--- src/rtl/huffman_total_cost_defines.svh ---
// ---------------------------------------------------------------------------
// Assertion macros for the Huffman total cost block
// Shared property wrappers clocked on clk_i and gated by rst_ni.
// ---------------------------------------------------------------------------
`ifndef HUFFMAN_TOTAL_COST_DEFINES_SVH
`define HUFFMAN_TOTAL_COST_DEFINES_SVH

// Check that a property holds at every clock edge outside reset.
`define HTC_ASSERT(label, prop, msg) \
  label: assert property (@(posedge clk_i) disable iff (!rst_ni) prop) else $error(msg);

// Check that a condition never occurs outside reset.
`define HTC_NEVER(label, cond, msg) \
  label: assert property (@(posedge clk_i) disable iff (!rst_ni) !(cond)) else $error(msg);

`endif

--- src/rtl/htc_pkg.sv ---
`timescale 1ns / 1ps
// ---------------------------------------------------------------------------
// Huffman total cost package
// Field widths and control bundles shared by the cell row, the cost unit
// and the top level.
// ---------------------------------------------------------------------------
package htc_pkg;

  localparam int unsigned WEIGHT_W = 31;
  localparam int unsigned VAL_W    = 63;
  localparam int unsigned COST_W   = 64;

  // Operation applied to every cell of the row in the same cycle.
  typedef struct packed {
    logic ins;     // insert the broadcast value in sorted order
    logic shift2;  // drop the two smallest values, advance the row by two
  } cell_ctl_t;

  // Operation for the merge sum and cost accumulator.
  typedef struct packed {
    logic load;    // register the sum of the two smallest values
    logic add;     // add the registered sum into the cost, saturating
    logic clear;   // return the cost to zero
  } acc_ctl_t;

endpackage

--- src/rtl/htc_acc.sv ---
`timescale 1ns / 1ps
// ---------------------------------------------------------------------------
// Huffman total cost accumulator
// Registers the merge sum and adds it into a saturating 64-bit cost.
// ---------------------------------------------------------------------------
module htc_acc (
  input  logic                           clk_i,
  input  logic                           rst_ni,
  input  htc_pkg::acc_ctl_t              ctl_i,
  input  logic [htc_pkg::VAL_W-1:0]      a_i,
  input  logic [htc_pkg::VAL_W-1:0]      b_i,
  output logic [htc_pkg::VAL_W-1:0]      sum_o,
  output logic [htc_pkg::COST_W-1:0]     cost_o
);
  import htc_pkg::*;

  logic [VAL_W-1:0]  sum_q;
  logic [COST_W-1:0] cost_q, cost_d;
  logic [COST_W:0]   cost_ext;

  // Merge sum wraps at the entry width.
  always_ff @(posedge clk_i) begin
    if (ctl_i.load) begin
      sum_q <= a_i + b_i;
    end
  end

  assign cost_ext = {1'b0, cost_q} + {2'b00, sum_q};

  always_comb begin
    cost_d = cost_q;
    if (ctl_i.clear) begin
      cost_d = '0;
    end else if (ctl_i.add) begin
      // Stick at all ones on carry out.
      cost_d = cost_ext[COST_W] ? {COST_W{1'b1}} : cost_ext[COST_W-1:0];
    end
  end

  always_ff @(posedge clk_i or negedge rst_ni) begin
    if (!rst_ni) begin
      cost_q <= '0;
    end else begin
      cost_q <= cost_d;
    end
  end

  assign sum_o  = sum_q;
  assign cost_o = cost_q;

endmodule

--- config.mk ---
export PLATFORM = sky130hd
export DESIGN_NAME = htc_acc
export DESIGN_NICKNAME = d
export VERILOG_FILES = /design/src/rtl/huffman_total_cost_defines.svh /design/src/rtl/htc_pkg.sv /design/src/rtl/htc_acc.sv
export SDC_FILE = /design/constraint.sdc
export NUM_CORES = 1
export LEC_CHECK = 0
export ABC_CLOCK_PERIOD_IN_PS = 9290
export BUFFER_PORTS_ARGS = -buffer_cell sky130_fd_sc_hd__buf_2
export CAP_MARGIN = 10
export CORE_MARGIN = 1
export CORE_UTILIZATION = 40
export DETAILED_ROUTE_END_ITERATION = 6
export PLACE_DENSITY = 0.72
export SETUP_SLACK_MARGIN = 0.1
export SYNTH_ARGS = -nofsm -noshare
export SYNTH_HDL_FRONTEND = slang
export SYNTH_SLANG_ARGS = --single-unit
--- constraint.sdc ---
create_clock -name clk_i -period 9.29 [get_ports clk_i]
set_clock_uncertainty 0.1 [all_clocks]
set_input_delay 1.858 -clock clk_i [delete_from_list [all_inputs] [get_ports clk_i]]
set_output_delay 1.858 -clock clk_i [all_outputs]
set_load 0.01 [all_outputs]
==> flow_summary.ini <==
[yosys]
yosys.area.top_type = edfxtp_1
synth_edf_count = 63
ys_top_cells_by_area = edfxtp_1, dfrtp_1, ha_1
synth_cell_types = 68
synth-async-reset-ratio = 0.504
syn-num-nets = 1625
yosysSeqAreaShare = 0.291
syn_avg_cell_area_sq_um = 8.78
syn_area_sq_um = 12000
ys_seq_elements = 127
synth_top_area_frac = 0.158
ys.flop_type = dfrtp_1
synth_cells = 1367
synth_warnings = 0

[floorplan]
die-area_sq_um = 30700
num_rows = 63
die_x_um = 175
dieHeight_um = 175
io_pins = 258
start_util = 0.406
core_area_sq_um = 29600

[global_routing]
grt_pass1_wl_mm = 58.4
gr-total-overflow = 0
grt_pass1_vias = 11100
track_usage = 0.237
grt_start_max_net_pins = 67
antenna_found_initial = 0

[critical_path]
worst_setup_path_start_kind = input pin
r2r_slack_ns = 4.51
cp-end-kind = flip-flop
reg2reg_from = sum_o[0]
required_ns = 9.35
crit_type = input pin to flip-flop
r2r-end = cost_o[10]
worstPathMaxFanout = 4
ff2ff_path_depth = 12
arrival_ns = 5.15

[placed_design]
dp_slack_ns = 3.89
io_buffers = 257
dp_hpwl_mm = 28.6
gp_congestion = 0.933

[final_layout]
areaGrowthSynthToFinish_pct = 17.5
seqCellArea_sq_um = 3490
diodes = 0
fillers = 2831
multi_input_area_sq_um = 8080
drive_gt1_frac = 0.231
fin_nets = 1835

[clock_tree]
insertion_delay_ns = 0.43
clockRootBuffer = clkbuf_16
cts_tree = built
clkTransAtPathRegs_ns = 0.06
post-cts-setup-buffers = 0
clockBufferDepth = 2
clock_sinks = 127
htreeDepth = 4
hold_buffers = 0
cts-resized-gates = 0
cts_inserted_buffers = 17

[power_and_ir_drop]
p_leak_nw = 6.28
cellPowerDensity_nw_per_um2 = 209
vdd_drop_max_mv = 0.122
power.total_w = 0.00295

[timing]
fin_crit_ns = 5.08
finalHoldViolCount = 0
fin_crit_sh = 0.547
setup_viol = 0
rsz0062_at_grt = false
worst_pin_slew_ns = 1.13
tns_ns = 0
slew_headroom = 0.248
fmax_mhz = 197
setup_ws_ns = 4.21
slew_viol_final = 0

[route]
via_per_inst = 5.81
route.detailed.drc = 0
routedWlPerCell_um = 18.5
vias = 11500
firstDrtPassIters = 5
dr.first_iter.drc_count = 885
wl_mm = 36.6
drtAntennaViolNets = 0

[hold_path]
worstHoldStart = cost_o[0]
hold_class = flip-flop to flip-flop
whs_path_depth = 2
whs_endpoint = cost_o[0]

[status]
status = finished clean

[job]
drv_cap = 0
layout by cell type, fill, tap and decap left out, drive strengths merged, types with 6 or more instances in the layout:
cell type / Yosys / routed
buf: 11 / 260
a21oi: 161 / 161
nor2: 127 / 127
ha: 125 / 125
nand2: 101 / 101
o21ai: 92 / 92
xnor2: 73 / 73
a211oi: 73 / 73
dfrtp: 64 / 64
edfxtp: 63 / 63
a21o: 54 / 54
xor2: 50 / 50
nand4: 36 / 36
inv: 34 / 35
o21bai: 33 / 33
nor2b: 20 / 20
clkbuf: 58 / 20
a31oi: 19 / 19
nor3: 18 / 18
nand3: 17 / 17
o21a: 16 / 16
and3: 14 / 14
o211ai: 11 / 11
nand2b: 9 / 9
a41oi: 8 / 8
a21boi: 7 / 7
nor4: 7 / 7
and2: 6 / 6
a211o: 6 / 6
clkinv: 0 / 6
Yosys cell counts (3+ instances only):
cell,number
o21bai_1,33
and3_1,14
buf_2,4
o31ai_1,4
a31oi_1,19
nand2b_1,9
clkbuf_1,58
o41ai_1,5
xnor2_1,73
o211ai_1,10
o21ai_0,77
and2_1,6
a211oi_1,12
a211oi_2,61
or3_1,5
a221oi_1,4
buf_6,6
nand3b_1,3
edfxtp_1,63
nor2b_1,20
nand3_1,17
nand4_1,36
o21a_1,16
o21ai_1,13
a21oi_1,159
inv_1,34
nand2_1,101
a41oi_1,7
a21boi_0,6
xor2_1,50
ha_1,125
dfrtp_1,64
nor4_1,6
a211o_1,6
and4_1,5
nor3_1,18
a21o_1,54
nor2_1,127
layout make-up:
cell class                      instances  area share
Sequential cell                       127       0.248
Inverter                               34     0.00905
Tap cell                              390      0.0346
Timing Repair Buffer                  260      0.0930
Clock buffer                           20      0.0310
Clock inverter                         12      0.0115
Multi-Input combinational cell       1137       0.573
per-layer routing:
layer  part of all wire  track usage  up-vias
li1                   -            -     5538
met1               0.46        0.329     5500
met2               0.45        0.367      402
met3              0.059       0.0366       62
met4              0.030       0.0982        0
met5                  0            0        -
where the power goes:
part / switching [W] / internal (W) / total (W)
clock network: 0.000269 / 0.000424 / 0.000693
logic: 0.000876 / 0.000569 / 0.00145
registers: 0.000101 / 0.000711 / 0.000812
total: 0.00125 / 0.00170 / 0.00295
through the flow:
step / instances / utilization / hold WS, ns / instance area, sq um
2_1_floorplan: 1367 / - / 0.485 / 12000
3_3_place_gp: 1948 / 0.457 / 0.464 / 13500
3_5_place_dp: 1948 / 0.457 / 0.480 / 13500
4_1_cts: 1980 / 0.477 / 0.488 / 14100
5_1_grt: 1980 / 0.477 / 0.528 / 14100
6_report: 1980 / 0.477 / 0.475 / 14100
sequential cells by signal, indices dropped and copies added, names as in the netlist:
signal and count:
cost_o 64, sum_o 63
how the worst max path moves through the flow:
stage / depth (start not counted) / to / from
3_5_place_dp: 13 / sum_o[62] / a_i[0]
4_1_cts: 13 / sum_o[62] / a_i[0]
5_1_grt: 13 / sum_o[62] / a_i[0]
3_3_place_gp: 13 / sum_o[62] / a_i[0]
6_report: 13 / sum_o[62] / a_i[0]
2_1_floorplan: 12 / sum_o[62] / a_i[0]
worst max-delay path, cell delays in order:
cell,delay (ns)
buf_2,0.11
ha_1,0.24
fa_1,0.44
a211oi_1,0.23
o21ai_0,0.23
o21ai_0,0.20
o21ai_1,0.28
a21oi_2,0.33
o21ai_1,0.20
a211oi_2,0.35
o221ai_2,0.23
a221oi_2,0.34
xnor2_1,0.10
cell families (layout without fill, tap and decap cells):
family                   count (synthesis)  in the layout  share of synthesized area
adder cells (fa/ha/maj)                127            127                      0.134
AND/OR/NAND/NOR                        375            375                      0.147
XOR/XNOR                               123            123                     0.0898
AO/OA/AOI/OAI                          512            512                      0.302
flip-flops                             127            127                      0.291
buffers and inverters                  103            326                     0.0364
Power figures use the tool's default switching activity.
