[src/rtl/huffman_total_cost_defines.svh]
// ---------------------------------------------------------------------------
// Assertion macros for the Huffman total cost block
// Shared property wrappers clocked on clk_i and gated by rst_ni.
// ---------------------------------------------------------------------------
`ifndef HUFFMAN_TOTAL_COST_DEFINES_SVH
`define HUFFMAN_TOTAL_COST_DEFINES_SVH

// Check that a property holds at every clock edge outside reset.
`define HTC_ASSERT(label, prop, msg) \
  label: assert property (@(posedge clk_i) disable iff (!rst_ni) prop) else $error(msg);

// Check that a condition never occurs outside reset.
`define HTC_NEVER(label, cond, msg) \
  label: assert property (@(posedge clk_i) disable iff (!rst_ni) !(cond)) else $error(msg);

`endif

[src/rtl/htc_pkg.sv]
`timescale 1ns / 1ps
// ---------------------------------------------------------------------------
// Huffman total cost package
// Field widths and control bundles shared by the cell row, the cost unit
// and the top level.
// ---------------------------------------------------------------------------
package htc_pkg;

  localparam int unsigned WEIGHT_W = 31;
  localparam int unsigned VAL_W    = 63;
  localparam int unsigned COST_W   = 64;

  // Operation applied to every cell of the row in the same cycle.
  typedef struct packed {
    logic ins;     // insert the broadcast value in sorted order
    logic shift2;  // drop the two smallest values, advance the row by two
  } cell_ctl_t;

  // Operation for the merge sum and cost accumulator.
  typedef struct packed {
    logic load;    // register the sum of the two smallest values
    logic add;     // add the registered sum into the cost, saturating
    logic clear;   // return the cost to zero
  } acc_ctl_t;

endpackage

[src/rtl/htc_cell.sv]
`timescale 1ns / 1ps
// ---------------------------------------------------------------------------
// Huffman total cost sorted cell
// One place of the sorted value row: compare, take the neighbour's value
// or the broadcast value on insert, take the value two places on when
// the two smallest leave.
// ---------------------------------------------------------------------------
module htc_cell (
  input  logic                           clk_i,
  input  htc_pkg::cell_ctl_t             ctl_i,
  input  logic [htc_pkg::VAL_W-1:0]      ins_val_i,
  input  logic                           occ_i,
  input  logic [htc_pkg::VAL_W-1:0]      prev_val_i,
  input  logic                           prev_go_i,
  input  logic [htc_pkg::VAL_W-1:0]      next2_val_i,
  output logic [htc_pkg::VAL_W-1:0]      val_o,
  output logic                           go_o
);
  import htc_pkg::*;

  logic [VAL_W-1:0] val_q;

  // Insert lands at or before this place: empty, or holds a larger value.
  assign go_o  = !occ_i || (ins_val_i < val_q);
  assign val_o = val_q;

  always_ff @(posedge clk_i) begin
    if (ctl_i.shift2) begin
      val_q <= next2_val_i;
    end else if (ctl_i.ins && go_o) begin
      val_q <= prev_go_i ? prev_val_i : ins_val_i;
    end
  end

endmodule

[config.mk]
export PLATFORM = sky130hd
export DESIGN_NAME = htc_cell
export DESIGN_NICKNAME = d
export VERILOG_FILES = /design/src/rtl/huffman_total_cost_defines.svh /design/src/rtl/htc_pkg.sv /design/src/rtl/htc_cell.sv
export SDC_FILE = /design/constraint.sdc
export NUM_CORES = 1
export LEC_CHECK = 0
export BUFFER_PORTS_ARGS = -buffer_cell sky130_fd_sc_hd__buf_4
export CAP_MARGIN = 20
export CORE_MARGIN = 8
export CORE_UTILIZATION = 45
export CTS_BUF_LIST = sky130_fd_sc_hd__clkbuf_4 sky130_fd_sc_hd__clkbuf_8 sky130_fd_sc_hd__clkbuf_16
export DETAILED_ROUTE_END_ITERATION = 6
export PLACE_DENSITY = 0.85
export SLEW_MARGIN = 20
export SYNTH_ARGS = -nofsm -noshare
export SYNTH_HDL_FRONTEND = slang
export SYNTH_SLANG_ARGS = --single-unit
[constraint.sdc]
create_clock -name clk_i -period 7.84 [get_ports clk_i]
set_input_delay 1.568 -clock clk_i [delete_from_list [all_inputs] [get_ports clk_i]]
set_output_delay 1.568 -clock clk_i [all_outputs]
set_load 0.02 [all_outputs]
==> run metrics, run 1 <==
post-synthesis sequential area ratio 0.3980; most used cell, CP buf_4; multiplexer share of the synthesized area 0.1327; nets 1003; Final setup viols 0; Syn Inst Count 497; Worst R2R Path Depth 9; synth top area cells edfxtp_1 40%, ha_1 16%, mux2i_1 13%; post-route setup slack 2.646 ns; Crit. End Element output pin; post-CTS setup buffer count 0; largest family of logic cells by synthesized area adder cells; Place WS 2.619 ns; Hold WC Path Type register to register; synthesized area 4753 um^2; RSZ-0062 raised after global routing false; IO buf count 257; Int Pwr 0.7367 mW; I/O pin total 258; post-CTS resize count 0; clock root buffer clkbuf_8; final hold viol count 0; Antenna Violating Nets Remaining 0; Initial Util 0.4625; period utilization 0.6625; clk slew on worst S/H paths 0.06 ns; Die Width 118.8 um; grt ovf 0; CP startpoint ins_val_i[61]; slew margin rel. 0.2617; TritonCTS Buffers 9; DR pass1 iterations 7; DP Wirelength 13120 um; Worst VDD drop 0.08464 mV; required time of the critical path 6.27 ns; Comb pwr share 0.364; Simple-Gate Fraction of Synth Area 0.1024; sequential power share 0.407; Crit path largest cell delay 0.44 ns; via count 4655; Post-Syn Nets 753; Arrival @ worst endpoint 3.63 ns; Post-Synth Adder-Cell Area 0.1632; CTS tree built; commonest cells after routing, fill and taps aside 259 x buf_4, 77 x nand2_1, 71 x o21ai_0; Max FO, Critical Path 4; largest net degree at the start of global routing 128; YS warnings 0; setup_tns 0 ns; crit path to go_o; f_max 192.5 MHz; leakage power 3.559 nW; Total GRT Usage 0.2217; #FFs+latches synth 63; GPL Wtd Cong 0.8708; Sink Count 63; Clk Latency, worst-skew pair 0.34 ns; Synth Area in Compound Gates 0.1335; CP Class input pin to output pin; DR iter-0 viols 202; DRT Wirelength 16080 um; reg-to-reg endpoint val_o[10]; Worst-Margin Slew 1.107 ns; max reg flops 63; R2R setup slack 4.95 ns; Worst Setup Start Kind input pin; Power, Total 1.090 mW; Layout Skew 0.01034 ns; Rows 37; worst-path cell chain buf_4 > ha_1 > nand4_1 > nor4_2 > nand3_1 > a2111oi_2 > o21ai_0 > buf_4; detail-routed via count per cell 5.248; Synth Area in XOR/XNOR 0; clk buf depth 2; Die Height 118.8 um; H-Tree Depth 3; R2R Path Start val_o[33]; initial antenna violation count 0; Pins Over Slew Limit 0; number of antenna diodes 0; Max-Cap Viols 0; dominant cell type by area after synthesis edfxtp_1; Synth top area share 0.3980; first-pass GRT wire length 25360 um; Routed WL per cell 18.13 um; DRC viols 0; Tmin final 5.194 ns; hold buffers post-CTS 0; status completed; area growth from synthesis to layout 46.78%; NetSw 0.3532 mW; share of total power in the clock network 0.229; Critical Path Slowest Stage Cell a2111oi_2; Distinct cells, synth 34; layout cells sized above 1 0.3742; vias in the first global route 5255; area of the die 14110 um^2; Pwr Density 156.2 nW/um^2; switch share 0.3241; core footprint 10280 um^2; Avg Inst Size Synth 9.564 um^2; most common cell after layout, fill and taps aside buf_4
power groups by stage:
| stage | sequential [mW] | clock (mW) | combinational, mW |
|---|---|---|---|
| global placement | 0.447 | 0 | 0.380 |
| floorplan | 0.500 | 0 | 0.152 |
| finish | 0.443 | 0.249 | 0.397 |
| detailed placement | 0.450 | 0 | 0.397 |
| global route | 0.448 | 0.269 | 0.436 |
| CTS | 0.443 | 0.255 | 0.399 |
through the flow:
stage	hold WS (ns)	cells	utilization	cell area, um^2
6_report	1.270	887	0.6788	6977
3_3_place_gp	1.270	871	0.6603	6787
5_1_grt	1.385	887	0.6788	6977
2_1_floorplan	1.755	497	-	4753
4_1_cts	1.297	886	0.6762	6949
3_5_place_dp	1.285	871	0.6603	6787
critical path: cells and delay by family:
kind | cells | cell delay (ns)
simple gates | 3 | 0.82
compound gates | 2 | 0.63
fa+ha+maj | 1 | 0.31
buf+inv | 2 | 0.30
cell usage after synthesis:
| master | instances |
|---|---|
| nand2_1 | 77 |
| o21ai_0 | 71 |
| inv_1 | 65 |
| edfxtp_1 | 63 |
| mux2i_1 | 63 |
| ha_1 | 62 |
| a21oi_1 | 27 |
| clkbuf_1 | 14 |
| nand3_1 | 10 |
| nand4_1 | 10 |
| buf_2 | 6 |
| nor2_1 | 4 |
| a21o_1 | 2 |
| a221o_1 | 2 |
| a221oi_1 | 2 |
| a2111oi_2 | 1 |
| a21boi_0 | 1 |
| a21o_2 | 1 |
| a222oi_1 | 1 |
| and3_1 | 1 |
| and3_2 | 1 |
| and4_1 | 1 |
| and4_2 | 1 |
| buf_4 | 1 |
| nand2b_1 | 1 |
| nor3_1 | 1 |
| nor3b_1 | 1 |
| nor4_1 | 1 |
| nor4_2 | 1 |
| o2111ai_2 | 1 |
| o211ai_1 | 1 |
| o21a_1 | 1 |
| o31ai_1 | 1 |
| o31ai_2 | 1 |
routing by layer:
metal,global-route usage,up-vias,wire length [um]
li1,-,2277,-
met1,0.2294,2131,6109
met3,0.06330,45,1076
met5,0,-,0
met4,0.1194,0,677
met2,0.3981,202,8218
how the worst min path moves through the flow:
stage	start	to	cells after the start
floorplan	next2_val_i[60]	val_o[60]	2
global placement	val_o[62]	val_o[44]	6
detailed placement	val_o[62]	val_o[44]	6
CTS	val_o[62]	val_o[55]	6
global route	val_o[62]	val_o[56]	6
finish	val_o[62]	val_o[44]	6
kinds of logic after synthesis:
group / after synthesis
AO/OA/AOI/OAI: 113
AND/OR/NAND/NOR: 110
buffers and inverters: 86
multiplexers: 63
flip-flops: 63
adder cells (fa/ha/maj): 62
final cells by class:
cell class,instances,area (um^2)
well taps,136,170.2
repair buffers,260,1972
multi-input cells,348,2536
clock inverters,2,8.758
fillers,808,3301
inverters,65,244.0
flip-flops and latches,63,1892
clock buffers,13,153.9
No activity file was read; power rests on OpenSTA's default activity.
==> run 2, diff against run 1 <==
==> constraint.sdc (replaced) <==
create_clock -name clk_i -period 5 [get_ports clk_i]
set_input_delay 1 -clock clk_i [delete_from_list [all_inputs] [get_ports clk_i]]
set_output_delay 1 -clock clk_i [all_outputs]
set_load 0.02 [all_outputs]
==> run metrics, run 2 (synthesized netlist as in run 1, its figures left out) <==
area occupied by multi-input gates 2536 um^2 (unchanged); area growth from synthesis to layout 46.09%; nets 1002 (-0.10%); CP Class input pin to output pin; initial antenna violation count 0 (unchanged); reg-to-reg endpoint val_o[41]; Hold Slack 0.9320 ns (-0.3381 ns); FILL cells 790 (-2.2%); Total GRT Usage 0.2166 (-0.005073); detail-routed via count per cell 5.208 (-0.77%); Crit. End Element output pin; Rows 37 (unchanged); Antenna Violating Nets Remaining 0 (unchanged); number of antenna diodes 0 (unchanged); Die Width 118.8 um (unchanged); Worst VDD drop 0.1430 mV (+69%); DR iter-0 viols 180 (-11%); status completed; I/O pin total 258 (unchanged); min-delay src next2_val_i[6]; Die Height 118.8 um (unchanged); first-pass GRT wire length 24770 um (-2.3%); Tmin final 4.082 ns; Layout Skew 0.005791 ns (-0.004548 ns); CP startpoint ins_val_i[61]; f_max 245.0 MHz; layout cells sized above 1 0.3707 (-0.003501); DRC viols 0 (unchanged); via count 4614 (-0.88%); Non-Filler Instances 886 (-0.11%); vias in the first global route 5171 (-1.6%); hold buffers post-CTS 0 (unchanged); most common cell after layout, fill and taps aside buf_4; commonest cells after routing, fill and taps aside 259 x buf_4, 77 x nand2_1, 71 x o21ai_0; TritonCTS Buffers 9 (unchanged); core footprint 10280 um^2 (unchanged); largest net degree at the start of global routing 127 (-0.78%); GPL Wtd Cong 0.8918 (+2.4%); WHS Path Cells 3 (-3); DR pass1 iterations 5 (-2); post-CTS resize count 0 (unchanged); post-CTS setup buffer count 0 (unchanged); R2R setup slack 1.86 ns (-3.09 ns); Pwr Density 244.6 nW/um^2 (+57%); Final setup viols 0 (unchanged); CTS tree built; max reg flops 63 (unchanged); DRT Wirelength 15620 um (-2.9%); setup_tns 0 ns (unchanged); Worst Setup Start Kind input pin; RSZ-0062 raised after global routing false; hold-critical path endpoint val_o[6]; Routed WL per cell 17.63 um (-2.8%); final hold viol count 0 (unchanged); Clk Latency, worst-skew pair 0.34 ns (about the same); Hold WC Path Type input pin to register; Worst-Margin Slew 1.109 ns (+0.001777 ns); leakage power 3.541 nW (-0.50%); H-Tree Depth 3 (unchanged); register area 1892 um^2 (unchanged); clk buf depth 2 (unchanged); Final Util 0.6757 (-0.003165); required time of the critical path 4.00 ns (-2.27 ns); Pins Over Slew Limit 0 (unchanged); IO buf count 257 (unchanged); Worst R2R Path Depth 9 (unchanged); clk slew on worst S/H paths 0.07 ns (about the same); Max FO, Critical Path 4 (unchanged); area of the die 14110 um^2 (unchanged); Power, Total 1.699 mW (+56%); clock root buffer clkbuf_8; period utilization 0.8164; slew margin rel. 0.2605 (-0.001185); Max-Cap Viols 0 (unchanged); Sink Count 63 (unchanged); dpl cells 871 (unchanged); Arrival @ worst endpoint 3.08 ns (-0.55 ns); DP Wirelength 12670 um (-3.4%); Initial Util 0.4625 (unchanged); R2R Path Start val_o[33]; grt ovf 0 (unchanged)
[run 2: worst max path at each step]
| stage | end | slack (ns) | cells past startpoint |
|---|---|---|---|
| global route | go_o | 0.68 | 8 |
| detailed placement | go_o | 0.89 | 8 |
| finish | go_o | 0.92 | 8 |
| global placement | go_o | 1.00 | 8 |
| CTS | go_o | 0.88 | 8 |
| floorplan | val_o[0] | 0.58 | 7 |
[run 2: metal layers]
metal / GRT usage / up-vias / wire length, um
li1: - / 2274 / -
met1: 0.2197 / 2113 / 5942
met2: 0.3992 / 194 / 8056
met3: 0.06854 / 33 / 1180
met4: 0.09486 / 0 / 437
met5: 0 / - / 0
[run 2: per-stage QoR]
stage	worst slack (ns)	cell area, um^2
final	0.9178	6944
after global routing	0.6803	6944
after CTS	0.8770	6944
after detailed placement	0.8936	6787
after global placement	1.005	6787
after floorplan	0.5753	4762
[run 2: cell type report]
class,count,share of cell area
clock inverter,3,0.001622
timing repair buffer,259,0.2800
tap,136,0.02450
multi-input combinational,348,0.3652
inverter,65,0.03514
clock buffer,12,0.02108
sequential,63,0.2724
[run 2: critical path, stage by stage]
cell and delay (ns):
buf_4 0.11, ha_1 0.31, nand4_1 0.18, nor4_2 0.45, nand3_1 0.20, a2111oi_2 0.45, o21ai_0 0.18, buf_4 0.19
[run 2: report_power, final]
group          total, mW  switching, mW  internal (mW)
Combinational      0.618          0.324          0.293
Sequential         0.695         0.0327          0.662
Clock              0.386          0.197          0.189
Total               1.70          0.554           1.15
==> run 3, diff against run 2 <==
--- a/config.mk
+++ b/config.mk
@@ -5,13 +5,14 @@
 export SDC_FILE = /design/constraint.sdc
 export NUM_CORES = 1
 export LEC_CHECK = 0
+export ABC_AREA = 1
 export BUFFER_PORTS_ARGS = -buffer_cell sky130_fd_sc_hd__buf_4
 export CAP_MARGIN = 20
 export CORE_MARGIN = 8
-export CORE_UTILIZATION = 45
+export CORE_UTILIZATION = 42
 export CTS_BUF_LIST = sky130_fd_sc_hd__clkbuf_4 sky130_fd_sc_hd__clkbuf_8 sky130_fd_sc_hd__clkbuf_16
 export DETAILED_ROUTE_END_ITERATION = 6
-export PLACE_DENSITY = 0.85
+export PLACE_DENSITY = 0.83
 export SLEW_MARGIN = 20
 export SYNTH_ARGS = -nofsm -noshare
 export SYNTH_HDL_FRONTEND = slang
==> constraint.sdc (replaced) <==
create_clock -name clk_i -period 3.4 [get_ports clk_i]
set_input_delay 0.68 -clock clk_i [delete_from_list [all_inputs] [get_ports clk_i]]
set_output_delay 0.68 -clock clk_i [all_outputs]
set_load 0.02 [all_outputs]
==> run metrics, run 3 <==
period utilization 0.8305; Final setup viols 0 (unchanged); Clk Latency, worst-skew pair 0.33 ns (about the same); Worst-Margin Slew 0.7446 ns (-0.3647 ns); Worst Setup Start Kind input pin; register area 1892 um^2 (unchanged); Rows 39 (+5.4%); most common cell after layout, fill and taps aside buf_4; Crit. End Element output pin; status completed; Antenna Violating Nets Remaining 0 (unchanged); via count 5149 (+12%); layout cells sized above 1 0.3258 (-0.04485); post-route setup slack 0.5764 ns (-0.3414 ns); detail-routed via count per cell 4.999 (-4.0%); Post-Syn Nets 889 (+18%); Pins Over Slew Limit 0 (unchanged); DR iter-0 viols 288 (+60%); setup_tns 0 ns (unchanged); nets 1138 (+14%); #FFs+latches synth 63 (unchanged); FILL cells 990 (+25%); Die Width 123.4 um (+3.9%); Arrival @ worst endpoint 2.14 ns (-0.94 ns); required time of the critical path 2.72 ns (-1.28 ns); Max FO, Critical Path 3 (-1); grt ovf 0 (unchanged); share of total power in the clock network 0.305 (+0.078); slew margin rel. 0.5036 (+0.2431); IO buf count 257 (unchanged); Total GRT Usage 0.2195 (+0.002892); first-pass GRT wire length 26050 um (+5.2%); number of synthesized flops with an enable pin 63 (unchanged); FFs w/ async S/R, synth 0 (unchanged); Place WS 0.5608 ns (-0.3328 ns); dominant cell type by area after synthesis edfxtp_1; Synth top area share 0.3908 (-0.007201); GPL Wtd Cong 0.8007 (-10%); post-CTS setup buffer count 0 (unchanged); leading register cell type out of synthesis edfxtp_1; top-count cell post-synth a21oi_1; Layout Skew 0.005118 ns (-0.0006730 ns); Initial Util 0.4276 (-0.03489); YS warnings 0 (unchanged); Pwr Density 375.8 nW/um^2 (+54%); area growth from synthesis to layout 48.49%; core footprint 11320 um^2 (+10%); DR pass1 iterations 4 (-1); leakage power 3.787 nW (+6.9%); clk buf depth 2 (unchanged); Int Pwr 1.852 mW (+62%); Syn Inst Count 633 (+27%); Die Height 123.4 um (+3.9%); vias in the first global route 5207 (+0.70%); area of the die 15220 um^2 (+7.9%); DRC viols 0 (unchanged); clock root buffer clkbuf_16; Sink Count 63 (unchanged); CTS tree built; Routed WL per cell 16.72 um (-5.1%); Distinct cells, synth 22 (-35%); RSZ-0062 raised after global routing false; Worst VDD drop 0.2010 mV (+41%); Post-synth top cells 150 x a21oi_1, 147 x nand2_1, 85 x inv_1; switch share 0.3144 (-0.01150); final hold viol count 0 (unchanged); I/O pin total 258 (unchanged); TritonCTS Buffers 9 (unchanged); f_max 354.2 MHz; largest net degree at the start of global routing 64 (-50%); DP Wirelength 13600 um (+7.3%); CP Class input pin to output pin; Worst R2R Path Depth 16 (+7); clk slew on worst S/H paths 0.05 ns (-0.02 ns); Hold WC Path Type input pin to register; post-synthesis sequential area ratio 0.3908 (-0.007201); sequential power share 0.370 (-0.039); area occupied by multi-input gates 2524 um^2 (-0.49%); synthesized area 4841 um^2 (+1.8%); WHS Path Cells 3 (unchanged); Avg Inst Size Synth 7.648 um^2 (-20%); post-CTS resize count 0 (unchanged); dpl cells 1014 (+16%); DRT Wirelength 17220 um (+10%); hold buffers post-CTS 0 (unchanged); synth top area cells edfxtp_1 39%, ha_1 16%, a21oi_1 16%; Tmin final 2.824 ns; Non-Filler Instances 1030 (+16%); H-Tree Depth 3 (unchanged); number of antenna diodes 0 (unchanged); Max-Cap Viols 0 (unchanged); max reg flops 63 (unchanged); Comb pwr share 0.325 (-0.039); initial antenna violation count 0 (unchanged); NetSw 0.8491 mW (+53%); commonest cells after routing, fill and taps aside 262 x buf_4, 150 x a21oi_1, 146 x nand2_1
run 3: power by group through the flow:
stage | clock, mW | sequential (mW) | combinational (mW)
floorplan | 0 | 1.11 | 0.348
global placement | 0 | 1.01 | 0.862
detailed placement | 0 | 1.02 | 0.883
CTS | 0.834 | 1.00 | 0.888
global route | 0.869 | 1.01 | 0.978
finish | 0.824 | 0.999 | 0.878
run 3: through the flow:
| step | util | instance area (um^2) | hold slack [ns] | power [mW] |
|---|---|---|---|---|
| after detailed placement | 0.6120 | 6928 | 1.004 | 1.898 |
| after global placement | 0.6120 | 6928 | 0.9956 | 1.871 |
| after global routing | 0.6349 | 7188 | 0.6676 | 2.855 |
| final | 0.6349 | 7188 | 0.6721 | 2.701 |
| after CTS | 0.6349 | 7188 | 0.6644 | 2.722 |
| after floorplan | - | 4843 | 0.9099 | 1.459 |
run 3: logic make-up (layout without fill, tap and decap cells):
family / count (synthesis) / in the layout / synth area share
DFF: 63 / 63 / 0.3908
and+or+nand+nor: 237 / 237 / 0.1951
adders and majority gates: 62 / 62 / 0.1602
buffers and inverters: 113 / 367 / 0.08839
AOI/OAI and AO/OA: 158 / 158 / 0.1654
run 3: final cells by class:
| type | count | share of cell area |
|---|---|---|
| multi-input cells | 457 | 0.3511 |
| repair buffers | 264 | 0.2792 |
| flip-flops and latches | 63 | 0.2632 |
| inverters | 87 | 0.04543 |
| clock buffers | 10 | 0.03238 |
| well taps | 143 | 0.02489 |
| clock inverters | 6 | 0.003829 |
run 3: worst max-delay path: stages:
cell	delay, ns
buf_4	0.12
ha_1	0.30
nand2_1	0.10
nor2_2	0.04
nand2_1	0.14
inv_1	0.06
nand2_1	0.05
nand3_1	0.12
nor2_1	0.12
nand2_1	0.07
nand2_1	0.05
nand2_1	0.06
nand2_2	0.09
buf_4	0.15
run 3: metal layers:
layer	part of all wire	up-vias	routed length (um)	global-route usage
met5	0	-	0	0
met4	0.018	0	312	0.08051
met3	0.072	25	1243	0.05388
met2	0.52	180	8899	0.3981
met1	0.39	2351	6769	0.2433
li1	-	2593	-	-
run 3: path summary, 6_finish.rpt:
path / from / to / slack (ns)
worst min register to register: val_o[62] / val_o[49] / 1.53
worst max-delay path: ins_val_i[28] / go_o / 0.58
worst max register to register: val_o[24] / val_o[48] / 0.99
worst min-delay path: next2_val_i[38] / val_o[38] / 0.67
